===== src/rtl/hsvrgb_pkg.sv =====
// ----------------------------------------------------------------------------
// HSV/RGB converter package
// Direction codes, sector codes and shared widths for the converter.
// ----------------------------------------------------------------------------
package hsvrgb_pkg;

  localparam int SECT_W = 3;

  localparam logic FUNC_HSV2RGB = 1'b0;
  localparam logic FUNC_RGB2HSV = 1'b1;

  localparam logic [SECT_W-1:0] SECT_0 = 3'd0;
  localparam logic [SECT_W-1:0] SECT_1 = 3'd1;
  localparam logic [SECT_W-1:0] SECT_2 = 3'd2;
  localparam logic [SECT_W-1:0] SECT_3 = 3'd3;
  localparam logic [SECT_W-1:0] SECT_4 = 3'd4;

endpackage


===== src/rtl/hsvrgb_if.sv =====
// ----------------------------------------------------------------------------
// HSV/RGB converter channels
// Valid/ready channels for the pixel words going in and coming out.
// ----------------------------------------------------------------------------
interface hsvrgb_in_if #(parameter int W = 13);
  logic         valid;
  logic         ready;
  logic         func;
  logic [W-1:0] comp_a;
  logic [W-1:0] comp_b;
  logic [W-1:0] comp_c;
  modport source (output valid, func, comp_a, comp_b, comp_c, input ready);
  modport sink   (input valid, func, comp_a, comp_b, comp_c, output ready);
endinterface

interface hsvrgb_out_if #(parameter int W = 13);
  logic         valid;
  logic         ready;
  logic [W-1:0] out_a;
  logic [W-1:0] out_b;
  logic [W-1:0] out_c;
  modport source (output valid, out_a, out_b, out_c, input ready);
  modport sink   (input valid, out_a, out_b, out_c, output ready);
endinterface


===== src/rtl/hsvrgb_front.sv =====
// ----------------------------------------------------------------------------
// HSV/RGB converter front end
// Saturates the input word and classifies it: sector and fraction of the hue,
// or maximum, delta and hue numerator of the color.
// ----------------------------------------------------------------------------
module hsvrgb_front #(
  parameter int F = 12
) (
  hsvrgb_in_if.sink         in_ch,
  input  logic              q_full,
  output logic              q_wr,
  output logic [7*F+15:0]   q_wdata
);
  import hsvrgb_pkg::*;

  localparam int W  = F + 1;
  localparam int NW = F + 3;
  localparam logic [W-1:0] ONE = {1'b1, {F{1'b0}}};

  typedef struct packed {
    logic              func;
    logic              szero;
    logic [SECT_W-1:0] sector;
    logic [F-1:0]      frac;
    logic [W-1:0]      s;
    logic [W-1:0]      v;
    logic              dz;
    logic [W-1:0]      mx;
    logic [W-1:0]      delta;
    logic [NW-1:0]     n;
    logic [NW-1:0]     d6;
  } rec_t;

  logic [W-1:0]  a, b, c, h, mx, mn, delta;
  logic [NW-1:0] h6, d6, n;
  rec_t          rec;

  always_comb begin
    a = (in_ch.comp_a > ONE) ? ONE : in_ch.comp_a;
    b = (in_ch.comp_b > ONE) ? ONE : in_ch.comp_b;
    c = (in_ch.comp_c > ONE) ? ONE : in_ch.comp_c;
    h = (a == ONE) ? '0 : a;
    h6 = NW'(h) * NW'(6);
    mx = a;
    mn = a;
    if (b > mx) mx = b;
    if (c > mx) mx = c;
    if (b < mn) mn = b;
    if (c < mn) mn = c;
    delta = mx - mn;
    d6 = NW'(delta) * NW'(6);
    if (mx == a) begin
      n = (b >= c) ? NW'(b - c) : (d6 - NW'(c - b));
    end else if (mx == b) begin
      n = (NW'(delta) << 1) + NW'(c) - NW'(a);
    end else begin
      n = (NW'(delta) << 2) + NW'(a) - NW'(b);
    end
    rec.func   = in_ch.func;
    rec.szero  = (b == '0);
    rec.sector = h6[F +: SECT_W];
    rec.frac   = h6[F-1:0];
    rec.s      = b;
    rec.v      = c;
    rec.dz     = (delta == '0);
    rec.mx     = mx;
    rec.delta  = delta;
    rec.n      = n;
    rec.d6     = d6;
  end

  assign in_ch.ready = !q_full;
  assign q_wr        = in_ch.valid && !q_full;
  assign q_wdata     = rec;

endmodule


===== src/rtl/hsvrgb_fifo.sv =====
// ----------------------------------------------------------------------------
// HSV/RGB converter queue
// Two-entry queue between the front end and the arithmetic back end.
// ----------------------------------------------------------------------------
module hsvrgb_fifo #(
  parameter int RW = 100
) (
  input  logic          clk,
  input  logic          rst_n,
  input  logic          wr,
  input  logic [RW-1:0] wdata,
  output logic          full,
  input  logic          rd,
  output logic          rvalid,
  output logic [RW-1:0] rdata
);
  import hsvrgb_pkg::*;

  localparam int DEPTH = 2;
  localparam int PW    = $clog2(DEPTH);

  logic [RW-1:0] mem_r [DEPTH];
  logic [PW-1:0] wr_ptr_r, rd_ptr_r;
  logic [PW:0]   cnt_r, cnt_nxt;

  always_ff @(posedge clk) begin
    if (wr) begin
      mem_r[wr_ptr_r] <= wdata;
    end
  end

  always_comb begin
    cnt_nxt = cnt_r;
    if (wr && !rd) cnt_nxt = cnt_r + 1'b1;
    if (rd && !wr) cnt_nxt = cnt_r - 1'b1;
  end

  always_ff @(posedge clk) begin
    if (!rst_n) begin
      wr_ptr_r <= '0;
      rd_ptr_r <= '0;
      cnt_r    <= '0;
    end else begin
      if (wr) wr_ptr_r <= wr_ptr_r + 1'b1;
      if (rd) rd_ptr_r <= rd_ptr_r + 1'b1;
      cnt_r <= cnt_nxt;
    end
  end

  assign full   = (cnt_r == (PW+1)'(DEPTH));
  assign rvalid = (cnt_r != '0);
  assign rdata  = mem_r[rd_ptr_r];

endmodule


===== src/rtl/hsvrgb_back.sv =====
// ----------------------------------------------------------------------------
// HSV/RGB converter back end
// Pipeline of F stages: the HSV products in the first two stages, and two
// restoring dividers, one quotient bit per stage, for saturation and hue.
// ----------------------------------------------------------------------------
module hsvrgb_back #(
  parameter int F = 12
) (
  input  logic            clk,
  input  logic            rst_n,
  input  logic            q_valid,
  input  logic [7*F+15:0] q_rdata,
  output logic            q_rd,
  hsvrgb_out_if.source    out_ch
);
  import hsvrgb_pkg::*;

  localparam int W  = F + 1;
  localparam int NW = F + 3;
  localparam int L  = F;
  localparam logic [W-1:0] ONE = {1'b1, {F{1'b0}}};

  typedef struct packed {
    logic              func;
    logic              szero;
    logic [SECT_W-1:0] sector;
    logic [F-1:0]      frac;
    logic [W-1:0]      s;
    logic [W-1:0]      v;
    logic              dz;
    logic [W-1:0]      mx;
    logic [W-1:0]      delta;
    logic [NW-1:0]     n;
    logic [NW-1:0]     d6;
  } rec_t;

  typedef struct packed {
    logic              func;
    logic              szero;
    logic [SECT_W-1:0] sector;
    logic              dz;
    logic              sfull;
    logic [W-1:0]      v;
    logic [W-1:0]      mx;
    logic [W-1:0]      s;
    logic [W-1:0]      sf;
    logic [W-1:0]      sf1;
    logic [W-1:0]      p;
    logic [W-1:0]      q;
    logic [W-1:0]      t;
    logic [W-1:0]      rs;
    logic [W-1:0]      ds;
    logic [F-1:0]      qs;
    logic [NW-1:0]     rh;
    logic [NW-1:0]     dh;
    logic [F-1:0]      qh;
  } stage_t;

  function automatic logic [W-1:0] mul_fx(input logic [W-1:0] x, input logic [W-1:0] y);
    logic [2*W-1:0] prod;
    prod = (2*W)'(x) * (2*W)'(y);
    return prod[F +: W];
  endfunction

  function automatic stage_t div_step(input stage_t st);
    stage_t       r;
    logic [W:0]   rs2;
    logic [NW:0]  rh2;
    r   = st;
    rs2 = {st.rs, 1'b0};
    rh2 = {st.rh, 1'b0};
    if (rs2 >= {1'b0, st.ds}) begin
      r.rs = W'(rs2 - {1'b0, st.ds});
      r.qs = {st.qs[F-2:0], 1'b1};
    end else begin
      r.rs = W'(rs2);
      r.qs = {st.qs[F-2:0], 1'b0};
    end
    if (rh2 >= {1'b0, st.dh}) begin
      r.rh = NW'(rh2 - {1'b0, st.dh});
      r.qh = {st.qh[F-2:0], 1'b1};
    end else begin
      r.rh = NW'(rh2);
      r.qh = {st.qh[F-2:0], 1'b0};
    end
    return r;
  endfunction

  rec_t         rec;
  stage_t       pre;
  stage_t       stg_r   [L];
  stage_t       stg_nxt [L];
  logic [L-1:0] vld_r;
  logic         en;
  stage_t       last;

  assign rec = q_rdata;

  always_comb begin
    pre        = '0;
    pre.func   = rec.func;
    pre.szero  = rec.szero;
    pre.sector = rec.sector;
    pre.dz     = rec.dz;
    pre.sfull  = (rec.delta == rec.mx);
    pre.v      = rec.v;
    pre.mx     = rec.mx;
    pre.s      = rec.s;
    pre.sf     = mul_fx(rec.s, W'(rec.frac));
    pre.sf1    = mul_fx(rec.s, ONE - W'(rec.frac));
    pre.rs     = rec.delta;
    pre.ds     = rec.mx;
    pre.rh     = rec.n;
    pre.dh     = rec.d6;
    stg_nxt[0] = div_step(pre);
    for (int k = 1; k < L; k++) begin
      stg_nxt[k] = div_step(stg_r[k-1]);
    end
    stg_nxt[1].p = mul_fx(stg_r[0].v, ONE - stg_r[0].s);
    stg_nxt[1].q = mul_fx(stg_r[0].v, ONE - stg_r[0].sf);
    stg_nxt[1].t = mul_fx(stg_r[0].v, ONE - stg_r[0].sf1);
  end

  assign en   = !vld_r[L-1] || out_ch.ready;
  assign q_rd = en && q_valid;

  always_ff @(posedge clk) begin
    if (en) begin
      for (int k = 0; k < L; k++) begin
        stg_r[k] <= stg_nxt[k];
      end
    end
  end

  always_ff @(posedge clk) begin
    if (!rst_n) begin
      vld_r <= '0;
    end else if (en) begin
      vld_r <= {vld_r[L-2:0], q_valid};
    end
  end

  assign last         = stg_r[L-1];
  assign out_ch.valid = vld_r[L-1];

  always_comb begin
    out_ch.out_a = last.v;
    out_ch.out_b = last.v;
    out_ch.out_c = last.v;
    if (last.func == FUNC_RGB2HSV) begin
      out_ch.out_c = last.mx;
      if (last.dz) begin
        out_ch.out_a = '0;
        out_ch.out_b = '0;
      end else begin
        out_ch.out_a = W'(last.qh);
        out_ch.out_b = last.sfull ? ONE : W'(last.qs);
      end
    end else if (!last.szero) begin
      case (last.sector)
        SECT_0: begin
          out_ch.out_a = last.v; out_ch.out_b = last.t; out_ch.out_c = last.p;
        end
        SECT_1: begin
          out_ch.out_a = last.q; out_ch.out_b = last.v; out_ch.out_c = last.p;
        end
        SECT_2: begin
          out_ch.out_a = last.p; out_ch.out_b = last.v; out_ch.out_c = last.t;
        end
        SECT_3: begin
          out_ch.out_a = last.p; out_ch.out_b = last.q; out_ch.out_c = last.v;
        end
        SECT_4: begin
          out_ch.out_a = last.t; out_ch.out_b = last.p; out_ch.out_c = last.v;
        end
        default: begin
          out_ch.out_a = last.v; out_ch.out_b = last.p; out_ch.out_c = last.q;
        end
      endcase
    end
  end

endmodule


===== src/rtl/hsv_rgb_color_converter_top.sv =====
// ----------------------------------------------------------------------------
// HSV/RGB color converter, top level
// Converts one pixel word per clock, HSV/RGB by func, while out_ch is ready.
// ----------------------------------------------------------------------------
// The block takes one word per clock and gives one result word per clock when
// the output side is ready. A word passes the front end into a two-entry
// queue and then a FRAC_BITS-stage back end, whose stages are set by the two
// restoring dividers that produce one quotient bit per stage. When the output
// stalls, the back end holds and the queue fills with up to two words before
// in_ch.ready falls; in_ch.ready rises again in the cycle after the output
// side resumes.
module hsv_rgb_color_converter_top #(
  parameter int FRAC_BITS = 12
) (
  input  logic          clk,
  input  logic          rst_n,
  hsvrgb_in_if.sink     in_ch,
  hsvrgb_out_if.source  out_ch
);
  import hsvrgb_pkg::*;

  localparam int W  = FRAC_BITS + 1;
  localparam int RW = 7 * FRAC_BITS + 16;
  localparam logic [W-1:0] ONE = {1'b1, {FRAC_BITS{1'b0}}};

  logic          q_full, q_wr, q_rd, q_valid;
  logic [RW-1:0] q_wdata, q_rdata;

  hsvrgb_front #(.F(FRAC_BITS)) u_front (
    .in_ch   (in_ch),
    .q_full  (q_full),
    .q_wr    (q_wr),
    .q_wdata (q_wdata)
  );

  hsvrgb_fifo #(.RW(RW)) u_fifo (
    .clk    (clk),
    .rst_n  (rst_n),
    .wr     (q_wr),
    .wdata  (q_wdata),
    .full   (q_full),
    .rd     (q_rd),
    .rvalid (q_valid),
    .rdata  (q_rdata)
  );

  hsvrgb_back #(.F(FRAC_BITS)) u_back (
    .clk     (clk),
    .rst_n   (rst_n),
    .q_valid (q_valid),
    .q_rdata (q_rdata),
    .q_rd    (q_rd),
    .out_ch  (out_ch)
  );

`ifndef SYNTH
  a_out_range: assert property (@(posedge clk) disable iff (!rst_n)
    out_ch.valid |-> (out_ch.out_a <= ONE && out_ch.out_b <= ONE && out_ch.out_c <= ONE))
    else $error("Result word component above one.");

  a_rd_nonempty: assert property (@(posedge clk) disable iff (!rst_n)
    q_rd |-> q_valid)
    else $error("Back end read from an empty queue.");

  a_reset_idle: assert property (@(posedge clk)
    $past(!rst_n) |-> !out_ch.valid)
    else $error("Result word valid right after reset.");
`endif

endmodule

===== src/flat_wrapper.sv =====
// flat-port wrapper written by rule: the top's interface ports become plain ports
module hsv_rgb_color_converter_top_flat import hsvrgb_pkg::*;
#(
  parameter int FRAC_BITS = 12
)
  (clk, rst_n, in_ch_valid, in_ch_func, in_ch_comp_a, in_ch_comp_b, in_ch_comp_c, in_ch_ready, out_ch_valid, out_ch_out_a, out_ch_out_b, out_ch_out_c, out_ch_ready);
  hsvrgb_in_if in_ch_i ();
  hsvrgb_out_if out_ch_i ();
  input  logic clk;
  input  logic rst_n;
  input wire logic [$bits(in_ch_i.valid)-1:0] in_ch_valid;
  input wire logic [$bits(in_ch_i.func)-1:0] in_ch_func;
  input wire logic [$bits(in_ch_i.comp_a)-1:0] in_ch_comp_a;
  input wire logic [$bits(in_ch_i.comp_b)-1:0] in_ch_comp_b;
  input wire logic [$bits(in_ch_i.comp_c)-1:0] in_ch_comp_c;
  output wire logic [$bits(in_ch_i.ready)-1:0] in_ch_ready;
  output wire logic [$bits(out_ch_i.valid)-1:0] out_ch_valid;
  output wire logic [$bits(out_ch_i.out_a)-1:0] out_ch_out_a;
  output wire logic [$bits(out_ch_i.out_b)-1:0] out_ch_out_b;
  output wire logic [$bits(out_ch_i.out_c)-1:0] out_ch_out_c;
  input wire logic [$bits(out_ch_i.ready)-1:0] out_ch_ready;
  assign in_ch_i.valid = in_ch_valid;
  assign in_ch_i.func = in_ch_func;
  assign in_ch_i.comp_a = in_ch_comp_a;
  assign in_ch_i.comp_b = in_ch_comp_b;
  assign in_ch_i.comp_c = in_ch_comp_c;
  assign in_ch_ready = in_ch_i.ready;
  assign out_ch_valid = out_ch_i.valid;
  assign out_ch_out_a = out_ch_i.out_a;
  assign out_ch_out_b = out_ch_i.out_b;
  assign out_ch_out_c = out_ch_i.out_c;
  assign out_ch_i.ready = out_ch_ready;
  hsv_rgb_color_converter_top #(.FRAC_BITS(FRAC_BITS)) u_core (.clk(clk), .rst_n(rst_n), .in_ch(in_ch_i), .out_ch(out_ch_i));
endmodule

===== config.mk =====
export PLATFORM = sky130hd
export DESIGN_NAME = hsv_rgb_color_converter_top_flat
export DESIGN_NICKNAME = d
export VERILOG_FILES = /design/src/rtl/hsvrgb_pkg.sv /design/src/rtl/hsvrgb_if.sv /design/src/rtl/hsvrgb_front.sv /design/src/rtl/hsvrgb_fifo.sv /design/src/rtl/hsvrgb_back.sv /design/src/rtl/hsv_rgb_color_converter_top.sv /design/src/flat_wrapper.sv
export SDC_FILE = /design/constraint.sdc
export NUM_CORES = 2
export LEC_CHECK = 0
export BUFFER_PORTS_ARGS = -buffer_cell sky130_fd_sc_hd__buf_2
export CAP_MARGIN = 20
export CORE_MARGIN = 4
export CORE_UTILIZATION = 42
export CTS_CLUSTER_DIAMETER = 30
export DETAILED_ROUTE_END_ITERATION = 10
export PLACE_DENSITY = 0.68
export SLEW_MARGIN = 20
export SYNTH_ARGS = -nofsm -noshare
export SYNTH_HDL_FRONTEND = slang
export SYNTH_SLANG_ARGS = --single-unit

===== constraint.sdc =====
create_clock -name clk -period 43.4 [get_ports clk]
set_input_delay 4.34 -clock clk [delete_from_list [all_inputs] [get_ports clk]]
set_output_delay 4.34 -clock clk [all_outputs]
set_load 0.01 [all_outputs]

==> impl_metrics.py <==
metrics = {
    "outcome": {
        "outcome": "finished clean",
    },
    "clocking": {
        "cts-root-buf": "clkbuf_16",
        "tritoncts": "built",
        "ctsHoldBuffers": 0,
        "htreeDepth": 5,
        "cts_sinks": 1682,
        "cts_made_buffers": 328,
        "clockBufferDepth": 4,
        "cts_resized": 0,
        "path_clk_slew_ns": 0.05,
        "cts_setup_buffers": 0,
        "clock_latency_ns": 0.93,
    },
    "route": {
        "routed-wl-met2_um": 109400,
        "drt-total-wl_um": 222800,
        "vias": 63230,
        "drc": 0,
        "viasPerCell": 5.157,
        "first_iter_violations": 4480,
        "met3_wirelength_um": 11510,
        "top_layer_used": "met4",
        "dr.pass1.iters": 7,
        "postRouteAntennaNets": 0,
        "m1WireLength_um": 94040,
        "wl_per_cell_um": 18.17,
    },
    "sta": {
        "rsz0062_at_grt": "no",
        "final_max_slew_viol_count": 0,
        "period_share_pct": 36.22,
        "skew_ns": 0.1004,
        "fmax_mhz": 63.62,
        "period_needed_ns": 15.72,
        "hold_viol": 0,
        "setup_viol": 0,
        "tns_ns": 0,
        "relSlewSlack_pct": 25.32,
        "tightest_slew_ns": 1.120,
        "whs_ns": 0.3486,
    },
    "cells_and_area": {
        "final_common_cell": "edfxtp_1",
        "syn2layout_area_growth_pct": 14.97,
        "layout_common_cells": "edfxtp_1 (1665), inv_1 (1215), nand2_1 (864)",
        "nets": 10280,
        "layout-drive-gt1-share_pct": 10.62,
        "final_cell_area_mm2": 0.1180,
    },
    "global_route": {
        "first_global_vias": 66460,
        "grt_max_degree": 201,
        "grt_util_all_layers_pct": 17.64,
        "grt_pass1_wl_um": 355000,
        "antenna_found_initial": 5,
        "grt-ovfl-total": 0,
    },
    "hold_path": {
        "hold_class": "flop to flop",
    },
    "critical_path": {
        "cp.required_ns": 43.99,
        "path_max_fanout": 27,
        "crit_type": "input port to flop",
        "crit_path_end_kind": "flop",
        "crit_path_top_delay_cell": "a21boi_1",
        "arrival_ns": 16.31,
        "path_common_cell": "ha_1",
        "worstSetupStartpointType": "input port",
        "critical_path.max_stage_delay_ns": 0.73,
    },
    "placement": {
        "placedInstanceArea_mm2": 0.1071,
        "gp_congestion": 0.9002,
        "dp_hpwl_um": 160000,
        "port_buffers": 84,
    },
    "yosys": {
        "ys_seq_area_share_pct": 49.06,
        "ys_types": 81,
        "synthCells": 8521,
        "synth_enable_flop_cells": 1665,
        "syn-num-nets": 9990,
        "synth_area_mm2": 0.1026,
        "synth_top_area_cell": "edfxtp_1",
        "ys_warn_count": 0,
        "yosysTopAreaCellShare_pct": 48.73,
        "ys.flop_type": "edfxtp_1",
        "syn_area_per_cell_um2": 12.04,
        "synth_area_leaders": "edfxtp_1 (49%), fa_1 (12%), ha_1 (9.9%)",
        "synth-seq-cells": 1682,
        "synth-async-reset-ratio_pct": 0,
    },
    "floorplan": {
        "core_area_mm2": 0.2432,
        "die_h_um": 502.3,
        "ios": 85,
        "fp-row-count": 181,
        "start_util_pct": 42.19,
        "die_area_mm2": 0.2523,
        "die_w_um": 502.3,
    },
    "run": {
        "maxCapViolCount": 0,
    },
}
==> synth_stat cells, types with 120 or more instances <==
library cell     n
inv_1         1216
a21oi_1        281
and2_1         214
mux2_2         218
ha_1           810
fa_1           615
nand2_1        864
xor2_1         138
nor2b_1        120
o21ai_0        322
xnor2_1        291
edfxtp_1      1665
clkbuf_1       209
nor2_1         368
mux2i_1        126
a21o_1         165
==> per-stage QoR <==
step                      util, %  cells  setup WS [ns]
after floorplan                 -   8521          19.38
after global placement      44.03  11690          27.04
after detailed placement    44.05  11690          27.00
after CTS                   48.47  12260          27.90
after global routing        48.50  12260          27.20
final                       48.50  12260          27.68
==> layer usage <==
metal / vias up / GRT usage [%]
met5: - / 0
met4: 0 / 6.864
met3: 492 / 2.637
met2: 1843 / 30.33
met1: 30970 / 22.43
li1: 29920 / -
==> final timing paths <==
path                                             startpoint                     endpoint  slack [ns]  depth (start not counted)
worst max-delay path                       in_ch_comp_a[12]   u_core.u_fifo.mem_r[0][27]       27.68                         38
worst max register to register                         flop  u_core.u_back.stg_r[0][143]       34.95                         22
worst min register to register  u_core.u_back.stg_r[1][378]  u_core.u_back.stg_r[1][569]        0.35                          0
worst min-delay path            u_core.u_back.stg_r[1][378]  u_core.u_back.stg_r[1][569]        0.35                          0
==> worst max-delay path: cells and delay by family <==
family | cells | cell delay, ns
xor+xnor | 4 | 1.21
buf+inv | 6 | 2.11
simple gates | 6 | 1.34
compound gates | 17 | 5.48
fa+ha+maj | 5 | 1.76
==> cell families after synthesis <==
logic type | Yosys count | share of synthesized area (%)
xor+xnor | 430 | 3.685
buf+inv | 1454 | 5.360
simple gates | 1986 | 8.969
fa+ha+maj | 1426 | 21.89
mux | 344 | 3.622
compound gates | 1199 | 7.420
flops | 1682 | 49.06
==> area by class of cell <==
type	instances	area (µm²)
clock buffer	379	8463
sequential	1682	50340
antenna	2	5.005
fill	20920	125300
clock inverter	194	2286
inverter	1219	4583
tap	3202	4006
multi-input combinational	5385	46960
timing repair buffer	198	1325
==> registers in the layout, indices dropped and copies added (netlist names), named ones only <==
| name | flops |
|---|---|
| u_core.u_fifo.wr_ptr_r | 1 |
| u_core.u_fifo.cnt_r | 2 |
| u_core.u_back.vld_r | 12 |
| u_core.u_back.stg_r | 1471 |
| u_core.u_fifo.rd_ptr_r | 1 |
| u_core.u_fifo.mem_r | 194 |
Power is not shown: default switching activity piles up to over one toggle a cycle in this logic, so the estimate is an artifact.
